$ cat src/sv/btrl_pkg.sv
// Shared types and codes for the binary trie route lookup block.
`timescale 1ns / 1ps

package btrl_pkg;

    localparam int PORT_W = 8;

    localparam logic ACT_ADD    = 1'b0;
    localparam logic ACT_LOOKUP = 1'b1;

    localparam logic STATUS_OK   = 1'b0;
    localparam logic STATUS_FULL = 1'b1;

    typedef enum logic [2:0] {
        ST_IDLE = 3'b001,
        ST_WALK = 3'b010,
        ST_DONE = 3'b100
    } state_t;

    typedef struct packed {
        logic at_end;
        logic has_child;
        logic pool_full;
    } step_flags_t;

endpackage

$ cat src/sv/btrl_step.sv
// Per-level trie step unit: decodes a node word and decides the next move.
`timescale 1ns / 1ps

module btrl_step #(
    parameter int NODE_COUNT   = 1024,
    parameter int ADDRESS_BITS = 32
) (
    input  logic [2*$clog2(NODE_COUNT)+btrl_pkg::PORT_W-1:0] node_word,
    input  logic                                    zero_node,
    input  logic                                    addr_bit,
    input  logic [$clog2(ADDRESS_BITS+1)-1:0]       level,
    input  logic [$clog2(ADDRESS_BITS+1)-1:0]       target_len,
    input  logic [$clog2(NODE_COUNT+1)-1:0]         free_node,
    output btrl_pkg::step_flags_t                   flags,
    output logic [$clog2(NODE_COUNT)-1:0]           child,
    output logic [$clog2(NODE_COUNT)-1:0]           link_zero,
    output logic [$clog2(NODE_COUNT)-1:0]           link_one,
    output logic [btrl_pkg::PORT_W-1:0]             node_port
);

    localparam int LW  = $clog2(NODE_COUNT);
    localparam int NFW = $clog2(NODE_COUNT+1);
    localparam int PW  = btrl_pkg::PORT_W;

    logic [2*LW+PW-1:0] word;
    logic [LW-1:0]      raw_child;

    assign word      = zero_node ? '0 : node_word;
    assign link_one  = word[2*LW+PW-1:LW+PW];
    assign link_zero = word[LW+PW-1:PW];
    assign node_port = word[PW-1:0];
    assign raw_child = addr_bit ? link_one : link_zero;

    always_comb begin
        child = ({1'b0, raw_child} < (LW+1)'(NODE_COUNT)) ? raw_child : '0;
        flags.at_end    = (level == target_len);
        flags.has_child = (child != '0);
        flags.pool_full = (free_node >= NFW'(NODE_COUNT));
    end

endmodule

$ cat config.mk
export PLATFORM = sky130hd
export DESIGN_NAME = btrl_step
export DESIGN_NICKNAME = d
export VERILOG_FILES = /design/src/sv/btrl_pkg.sv /design/src/sv/btrl_step.sv
export SDC_FILE = /design/constraint.sdc
export NUM_CORES = 1
export LEC_CHECK = 0
export BUFFER_PORTS_ARGS = -buffer_cell sky130_fd_sc_hd__buf_4
export CAP_MARGIN = 5
export CORE_ASPECT_RATIO = 0.9
export CORE_MARGIN = 1.5
export CORE_UTILIZATION = 23
export DETAILED_ROUTE_END_ITERATION = 7
export PLACE_DENSITY = 0.89
export SETUP_SLACK_MARGIN = 0.4
export SLEW_MARGIN = 20
export SYNTH_ARGS = -nofsm -noshare
export SYNTH_HDL_FRONTEND = slang
export SYNTH_SLANG_ARGS = --single-unit
$ cat constraint.sdc
create_clock -name vclk -period 1.2
set_input_delay 0.24 -clock vclk [all_inputs]
set_output_delay 0.24 -clock vclk [all_outputs]
set_load 0.005 [all_outputs]
==> results of run 1 <==
[per-stage QoR]
step | hold WS, ns | area, µm²
global placement | 0.480 | 1280
detailed placement | 0.480 | 1280
floorplan | 0.517 | 569
[cells by family after synthesis]
| family | after synthesis | share of synthesized area (%) |
|---|---|---|
| compound gates | 3 | 5.11 |
| mux | 10 | 25.0 |
| buf+inv | 5 | 5.11 |
| xor+xnor | 6 | 11.9 |
| simple gates | 38 | 52.8 |
[cells in the mapped netlist (2+ instances only)]
cell / count
buf_2: 3
clkbuf_1: 2
mux2_2: 8
mux2i_1: 2
nor2_1: 2
nor2b_1: 28
nor3_1: 2
nor4_1: 3
xnor2_1: 4
xor2_1: 2
==> flow_summary.ini, run 1 <==
[floorplanning]
num_io_pins = 94
die_x_um = 49.1
die_h_um = 44.5
num_rows = 14
initial_core_util_pct = 25.4

[yosys]
yosysUniqueCellTypes = 16
ys_seq_area_share_pct = 0
synth.area.top_cells = nor2b_1 40%, mux2_2 20%, xnor2_1 8.0%
syn-cell-area_um2 = 440
synth_top_cell_by_area = nor2b_1
syn_inst = 62
syn_avg_cell_area_um2 = 7.10
yosysTopAreaCellShare_pct = 39.8
synth_nets = 115
synth_warnings = 0

[place]
port_buffers = 82
dp_slack_ns = -0.310
gp_congestion = 0.733
dp_cells = 177

[clocking]
hold_buffers = 0
cts_setup_buffers = 5
cts_resized = 71

[run_status]
firstError = [ERROR DPL-0033] detailed placement checks failed during check placement.
outcome = did not finish
haltStage = 4_1_cts
==> run 2, diff against run 1 <==
- CORE_AREA: default -> 2 2 63 65
- CORE_ASPECT_RATIO: 0.9 -> default
- CORE_MARGIN: 1.5 -> default
- CORE_UTILIZATION: 23 -> default
- DIE_AREA: default -> 0 0 65 67
- PLACE_DENSITY: 0.89 -> default
- PLACE_DENSITY_LB_ADDON: default -> 0.15
- SETUP_SLACK_MARGIN: 0.4 -> default
- clock period: 1.2 -> 1.55 ns (I/O delays scaled with it)
==> run 2 against run 1 <==
Net effect: the flow now finishes, with violations (negative setup slack); area after synthesis stayed put; synthesized cell count stayed put.
==> flow_summary.ini, run 2 <==
[drt]
wirelength_um = 2120
wire_per_inst_um = 11.2
vias = 724
drt_iter0_markers = 2
first_pass_iters = 3
drcViolationCount = 0
via_per_inst = 3.83
antenna_left = 0

[global_routing]
antenna_found_initial = 0
grt_pass1_vias = 761
overflow = 0
grt_pass1_wl_um = 3410
grt_max_degree = 23
track_usage_pct = 9.41

[yosys]
ys_seq_area_share_pct = 0
yosysUniqueCellTypes = 16
synth_top_family_by_area = simple AND/OR/NAND/NOR gates
syn_avg_cell_area_um2 = 7.10
synth.most_common_cell = nor2b_1
synth_warnings = 0
yosysTopAreaCellShare_pct = 39.8
synth-adder-area-share_pct = 0
synth_xor_xnor_area_share_pct = 11.9
syn-cell-area_um2 = 440
muxShareOfSynthArea_pct = 25.0
synth_common_cells = 28 x nor2b_1, 8 x mux2_2, 4 x xnor2_1
syn_inst = 62
synth-compound-area-share_pct = 5.11
synth.area.top_cells = nor2b_1 40%, mux2_2 20%, xnor2_1 8.0%
synth_simple_gate_area_share_pct = 52.8
synth_top_cell_by_area = nor2b_1
synth_nets = 115

[final_layout]
fin_nets = 196
syn_to_final_growth_pct = 161
fillers = 403
final_cell_mix = 82 x buf_4, 28 x nor2b_1, 8 x mux2_2
multiInputGateArea_um2 = 449
drive_gt1_share_pct = 68.1
fin_area_mm2 = 0.00115
nClkBuffers = 0
seqCellArea_um2 = 0
antenna-diode-count = 0
final_common_cell = buf_4
nFlopsAndLatches = 0
final_util_pct = 31.8

[sta]
setup_ws_ns = -0.0312
max_freq_ghz = 0.632
slew_headroom_pct = 67.3
fin_setup_tns_ns = -0.0312
fin_crit_sh_pct = 102
drv_slew = 0
hold_violations = 0
worst_pin_slew_ns = 0.485
rsz0062_at_grt = yes
setup_viol = 1
fin_crit_ns = 1.58

[floorplanning]
die-area_mm2 = 0.00436
num_io_pins = 94
die_h_um = 67
num_rows = 22
die_x_um = 65
initial_core_util_pct = 12.2
core_mm2 = 0.00361

[place]
dpl_cell_area_mm2 = 0.00111
gp_congestion = 0.598
hpwl_um = 1830
port_buffers = 82

[setup_path]
cp.arrival_ns = 1.27
critPathLaunch = node_word[11]
critPathKind = in -> out
critPathLaunchType = input pin
setup.worst_path.end_class = primary output
crit_required_ns = 1.24
path_max_fanout = 2
endpoint = flags[1]

[run_status]
failed_checks = negative setup slack
outcome = finished with violations

[clocking]
hold_buffers = 0
cts_setup_buffers = 0

[power_and_ir_drop]
pwr_density_cell_mw_per_mm2 = 252
vdd_ir_drop_max_mv = 0.0663
p_leak_nw = 0.571
p_total_w = 0.000289

[run]
drv_cap = 0

[worst_hold_path]
hold_path.class = in -> out
[run 2: worst min path at each step]
stage / startpoint / endpoint / slack, ns / depth (start not counted)
2_1_floorplan: zero_node / link_one[9] / 0.66 / 1
3_3_place_gp: free_node[10] / flags[0] / 0.62 / 0
3_5_place_dp: free_node[10] / flags[0] / 0.62 / 0
4_1_cts: free_node[10] / flags[0] / 0.62 / 0
5_1_grt: free_node[10] / flags[0] / 0.62 / 0
6_report: free_node[10] / flags[0] / 0.62 / 0
[run 2: cell type report]
class,instances,share of cell area (%)
multi-input combinational,57,39.1
timing repair buffer,84,55.6
tap,48,5.23
[run 2: what timing repair did]
item	CTS	global route
endpoints found under the hold margin	0	0
setup endpoints to repair	1	1
pin swaps	3	0
gates resized for setup	6	1
[run 2: kinds of logic after synthesis]
| family | Yosys count |
|---|---|
| AO/OA/AOI/OAI | 3 |
| XOR/XNOR | 6 |
| buffers and inverters | 5 |
| multiplexers | 10 |
| AND/OR/NAND/NOR | 38 |
[run 2: critical path, cell delays in order]
cell,delay [ns]
buf_6,0.09
or4_4,0.53
o2bb2ai_4,0.14
a21oi_2,0.07
buf_4,0.13
[run 2: power by group]
part | switching (W) | internal, W
clock network | 0 | 0
logic | 0.000101 | 0.000188
registers | 0 | 0
[run 2: per-layer routing]
layer / global-route usage, % / share of wire (%)
met1: 12.6 / 41
met2: 17.4 / 52
met3: 0.507 / 6.6
met4: 0.266 / 0
met5: 0 / 0
[run 2: metrics by stage]
step	cells	hold WS (ns)	setup WS (ns)
after floorplan	62	0.656	0.208
after global placement	189	0.620	-0.131
after detailed placement	189	0.620	-0.132
after CTS	189	0.620	-0.0437
after global routing	189	0.620	-0.0638
final	189	0.620	-0.0312
Power figures use the tool's default switching activity.
==> run 3, diff against run 2 <==
- clock period: 1.55 -> 1.6 ns (I/O delays scaled with it)
==> run 3 against run 2 <==
Net effect: the run still ends with negative setup slack left; design area grew 0.11%; critical path depth is the same; first-iteration DRC count is the same; core utilization is essentially flat; via count grew 1.1%; critical path type unchanged; largest cell class unchanged; largest power group unchanged.
==> flow_summary.ini, run 3 (synthesis gave the netlist of run 2 again) <==
[global_routing]
grt_max_degree = 23
grt_pass1_wl_um = 3350
grt_pass1_vias = 741
track_usage_pct = 9.23
antenna_found_initial = 0
overflow = 0

[floorplanning]
num_io_pins = 94
initial_core_util_pct = 12.2
die_x_um = 65
die-area_mm2 = 0.00436
die_h_um = 67
num_rows = 22
core_mm2 = 0.00361

[sta]
drv_slew = 0
setup_ws_ns = -0.00182
setup_viol = 1
fin_crit_ns = 1.60
hold_violations = 0
worst_pin_slew_ns = 0.349
slew_headroom_pct = 76.5
rsz0062_at_grt = yes
max_freq_ghz = 0.624
fin_crit_sh_pct = 100
hold_ws_ns = 0.640

[drt]
wire_per_inst_um = 11.2
via_per_inst = 3.87
vias = 732
drcViolationCount = 0
wirelength_um = 2120
antenna_left = 0
first_pass_iters = 2
drt_iter0_markers = 2

[run_status]
failed_checks = negative setup slack
outcome = finished with violations

[final_layout]
nFlopsAndLatches = 0
antenna-diode-count = 0
final_common_cell = buf_4
fillers = 407
syn_to_final_growth_pct = 161
final_cells = 189
seqCellArea_um2 = 0
final_cell_mix = 82 x buf_4, 28 x nor2b_1, 8 x mux2_2
drive_gt1_share_pct = 68.1
final_util_pct = 31.9
nClkBuffers = 0
fin_nets = 196

[setup_path]
cp.arrival_ns = 1.28
crit_required_ns = 1.28
path_max_fanout = 2
setup.worst_path.end_class = primary output
critPathKind = in -> out
critPathLaunchType = input pin

[clocking]
cts_setup_buffers = 0
hold_buffers = 0

[power_and_ir_drop]
pwr_density_cell_mw_per_mm2 = 243
p_total_w = 0.000280
vdd_ir_drop_max_mv = 0.0605
p_leak_nw = 0.571

[place]
hpwl_um = 1840
dp_slack_ns = -0.110
port_buffers = 82
dp_cells = 189
gp_congestion = 0.598

[run]
drv_cap = 0

[worst_hold_path]
hold_path.class = in -> out
[run 3: cell types whose count changed in the layout (fill, tap and decap cells not counted)]
cell | before | now
nor3_1 | 1 | 2
nor3_2 | 1 | 0
nor4_1 | 3 | 2
nor4_2 | 0 | 1
[run 3: report_power, final]
part | switching [W] | internal, W
logic | 0.0000978 | 0.000182
registers | 0 | 0
clock network | 0 | 0
total | 0.0000978 | 0.000182
[run 3: cell type report]
cell class	instances	area, µm²	share of cell area [%]
timing repair buffer	84	638	55.6
multi-input combinational	57	450	39.2
tap	48	60.1	5.23
[run 3: final timing paths]
check     startpoint        to  cells after the start
min    free_node[10]  flags[0]                      0
max    node_word[11]  flags[1]                      5
[run 3: metal layers]
metal | part of all wire, % | up-vias | GRT usage, %
met5 | 0 | - | 0
met4 | 0 | 0 | 0.266
met3 | 7.5 | 0 | 0.507
met2 | 52 | 33 | 17.1
met1 | 40 | 330 | 12.3
li1 | - | 369 | -
[run 3: critical path, stage by stage]
cell	delay, ns
buf_6	0.09
or4_4	0.54
o2bb2ai_4	0.14
a21oi_2	0.07
buf_4	0.13
[run 3: per-stage QoR]
step / TNS, ns / instance area [µm²]
6_report: -0.00182 / 1150
5_1_grt: -0.0370 / 1150
4_1_cts: -0.0134 / 1140
3_5_place_dp: -0.110 / 1110
3_3_place_gp: -0.102 / 1110
2_1_floorplan: 0 / 440
[run 3: timing repair]
item,CTS,global route
endpoints found under the setup margin,1,1
pin swaps,3,0
gates resized for setup,6,1
==> run 4, diff against run 3 <==
- ABC_AREA: default -> 1
==> run 4 against run 3 <==
Net effect: the flow now finishes without violations; cell count up 37%; area after synthesis is 20% higher; design area up 5.7%; largest cell class unchanged; core utilization rose by 1.8 points.
==> flow_summary.ini, run 4 <==
[run_status]
outcome = completed

[yosys]
synth.area.top_cells = inv_1 32%, nand2_1 31%, nor2_1 14%
ys_seq_area_share_pct = 0
yosysUniqueCellTypes = 14
syn_avg_cell_area_um2 = 4.06
synth_nets = 183
syn_inst = 130
syn-cell-area_um2 = 528
synth_common_cells = 45 x inv_1, 44 x nand2_1, 19 x nor2_1
synth_top_cell_by_area = inv_1
synth.most_common_cell = inv_1
synth_warnings = 0
yosysTopAreaCellShare_pct = 32.0

[setup_path]
cp.arrival_ns = 1.17
path_cells = buf_4 > clkinvlp_4 > o21ai_0 > nand2_1 > nand2_1 > nor2_1 > nand3_1 > buf_4
setup.worst_path.end_class = primary output
max_stage_delay_ns = 0.14
critPathLaunchType = input pin
cp_slowest_cell = buf_4
critPathTopFamily = buffers and inverters
cp_num_buf_inv = 3
crit_required_ns = 1.28
critPathKind = in -> out
path_max_fanout = 8

[drt]
antenna_left = 0
vias = 939
via_per_inst = 3.64
first_pass_iters = 4
drt_iter0_markers = 23
wirelength_um = 2210
wire_per_inst_um = 8.57
drcViolationCount = 0

[power_and_ir_drop]
p_total_w = 0.000297
p_clk_share_pct = 0
pwr_density_cell_mw_per_mm2 = 244
seq_power_share_pct = 0
switching_share_pct = 40.9
pwr-share-comb_pct = 100.0
p_leak_nw = 0.876
power.switching_w = 0.000121
intPower_w = 0.000175
vdd_ir_drop_max_mv = 0.0941

[final_layout]
fin_area_mm2 = 0.00121
final_cell_mix = 82 x buf_4, 44 x nand2_1, 44 x inv_1
fillers = 438
syn_to_final_growth_pct = 130
antenna-diode-count = 0
seqCellArea_um2 = 0
final_common_cell = buf_4
drive_gt1_share_pct = 42.4
nFlopsAndLatches = 0
fin_nets = 265
nClkBuffers = 0

[floorplanning]
num_io_pins = 94
core_mm2 = 0.00361
num_rows = 22
initial_core_util_pct = 14.6
die_h_um = 67
die-area_mm2 = 0.00436
die_x_um = 65

[sta]
setup_viol = 0
rsz0062_at_grt = no
max_freq_ghz = 0.673
hold_violations = 0
fin_crit_ns = 1.49
slew_headroom_pct = 85.7
worst_pin_slew_ns = 0.212
fin_crit_sh_pct = 92.9
drv_slew = 0

[global_routing]
grt_max_degree = 13
grt_pass1_vias = 851
antenna_found_initial = 0
track_usage_pct = 9.77
grt_pass1_wl_um = 3530
overflow = 0

[place]
hpwl_um = 1980
gp_congestion = 0.691
port_buffers = 82
dpl_cell_area_mm2 = 0.00120

[worst_hold_path]
hold_path.class = in -> out

[run]
drv_cap = 0

[clocking]
hold_buffers = 0
## run 4: timing repair
action	in CTS	in global routing
resized for setup	1	6
setup buffers	0	0
endpoints found under the setup margin	1	1
## run 4: final timing paths
check	slack, ns	start	endpoint	cells past startpoint
max	0.11	addr_bit	flags[1]	8
min	0.64	free_node[10]	flags[0]	0
## run 4: layout make-up
| cell class | instances | area, µm² | share of cell area (%) |
|---|---|---|---|
| timing repair buffer | 85 | 649 | 53.5 |
| multi-input combinational | 79 | 325 | 26.8 |
| inverter | 46 | 179 | 14.7 |
| tap | 48 | 60.1 | 4.95 |
## run 4: stage by stage
stage,instances,TNS (ns),utilization [%],hold WS [ns],setup WS [ns]
detailed placement,258,-0.0301,33.2,0.640,-0.0301
global placement,258,-0.0141,33.2,0.640,-0.0141
floorplan,130,0,-,0.679,0.418
CTS,258,0,33.3,0.640,0.0383
finish,258,0,33.7,0.640,0.114
global route,258,0,33.7,0.640,0.0170
## run 4: logic make-up after synthesis
| kind of cell | synth area share (%) |
|---|---|
| and+or+nand+nor | 52.4 |
| AOI/OAI and AO/OA | 7.58 |
| buffers and inverters | 38.4 |
| xor gates and xnor gates | 1.66 |
## run 4: power by group through the flow
stage,registers (W),clock network [W],logic (W)
floorplan,0,0,0.000112
CTS,0,0,0.000299
global placement,0,0,0.000297
global route,0,0,0.000336
detailed placement,0,0,0.000297
finish,0,0,0.000297
## run 4: layer usage
layer,track usage (%),share of wire (%),vias up
li1,-,-,518
met1,11.4,40,390
met2,19.5,53,29
met3,1.18,6.0,2
met4,0.798,0.86,0
met5,0,0,-
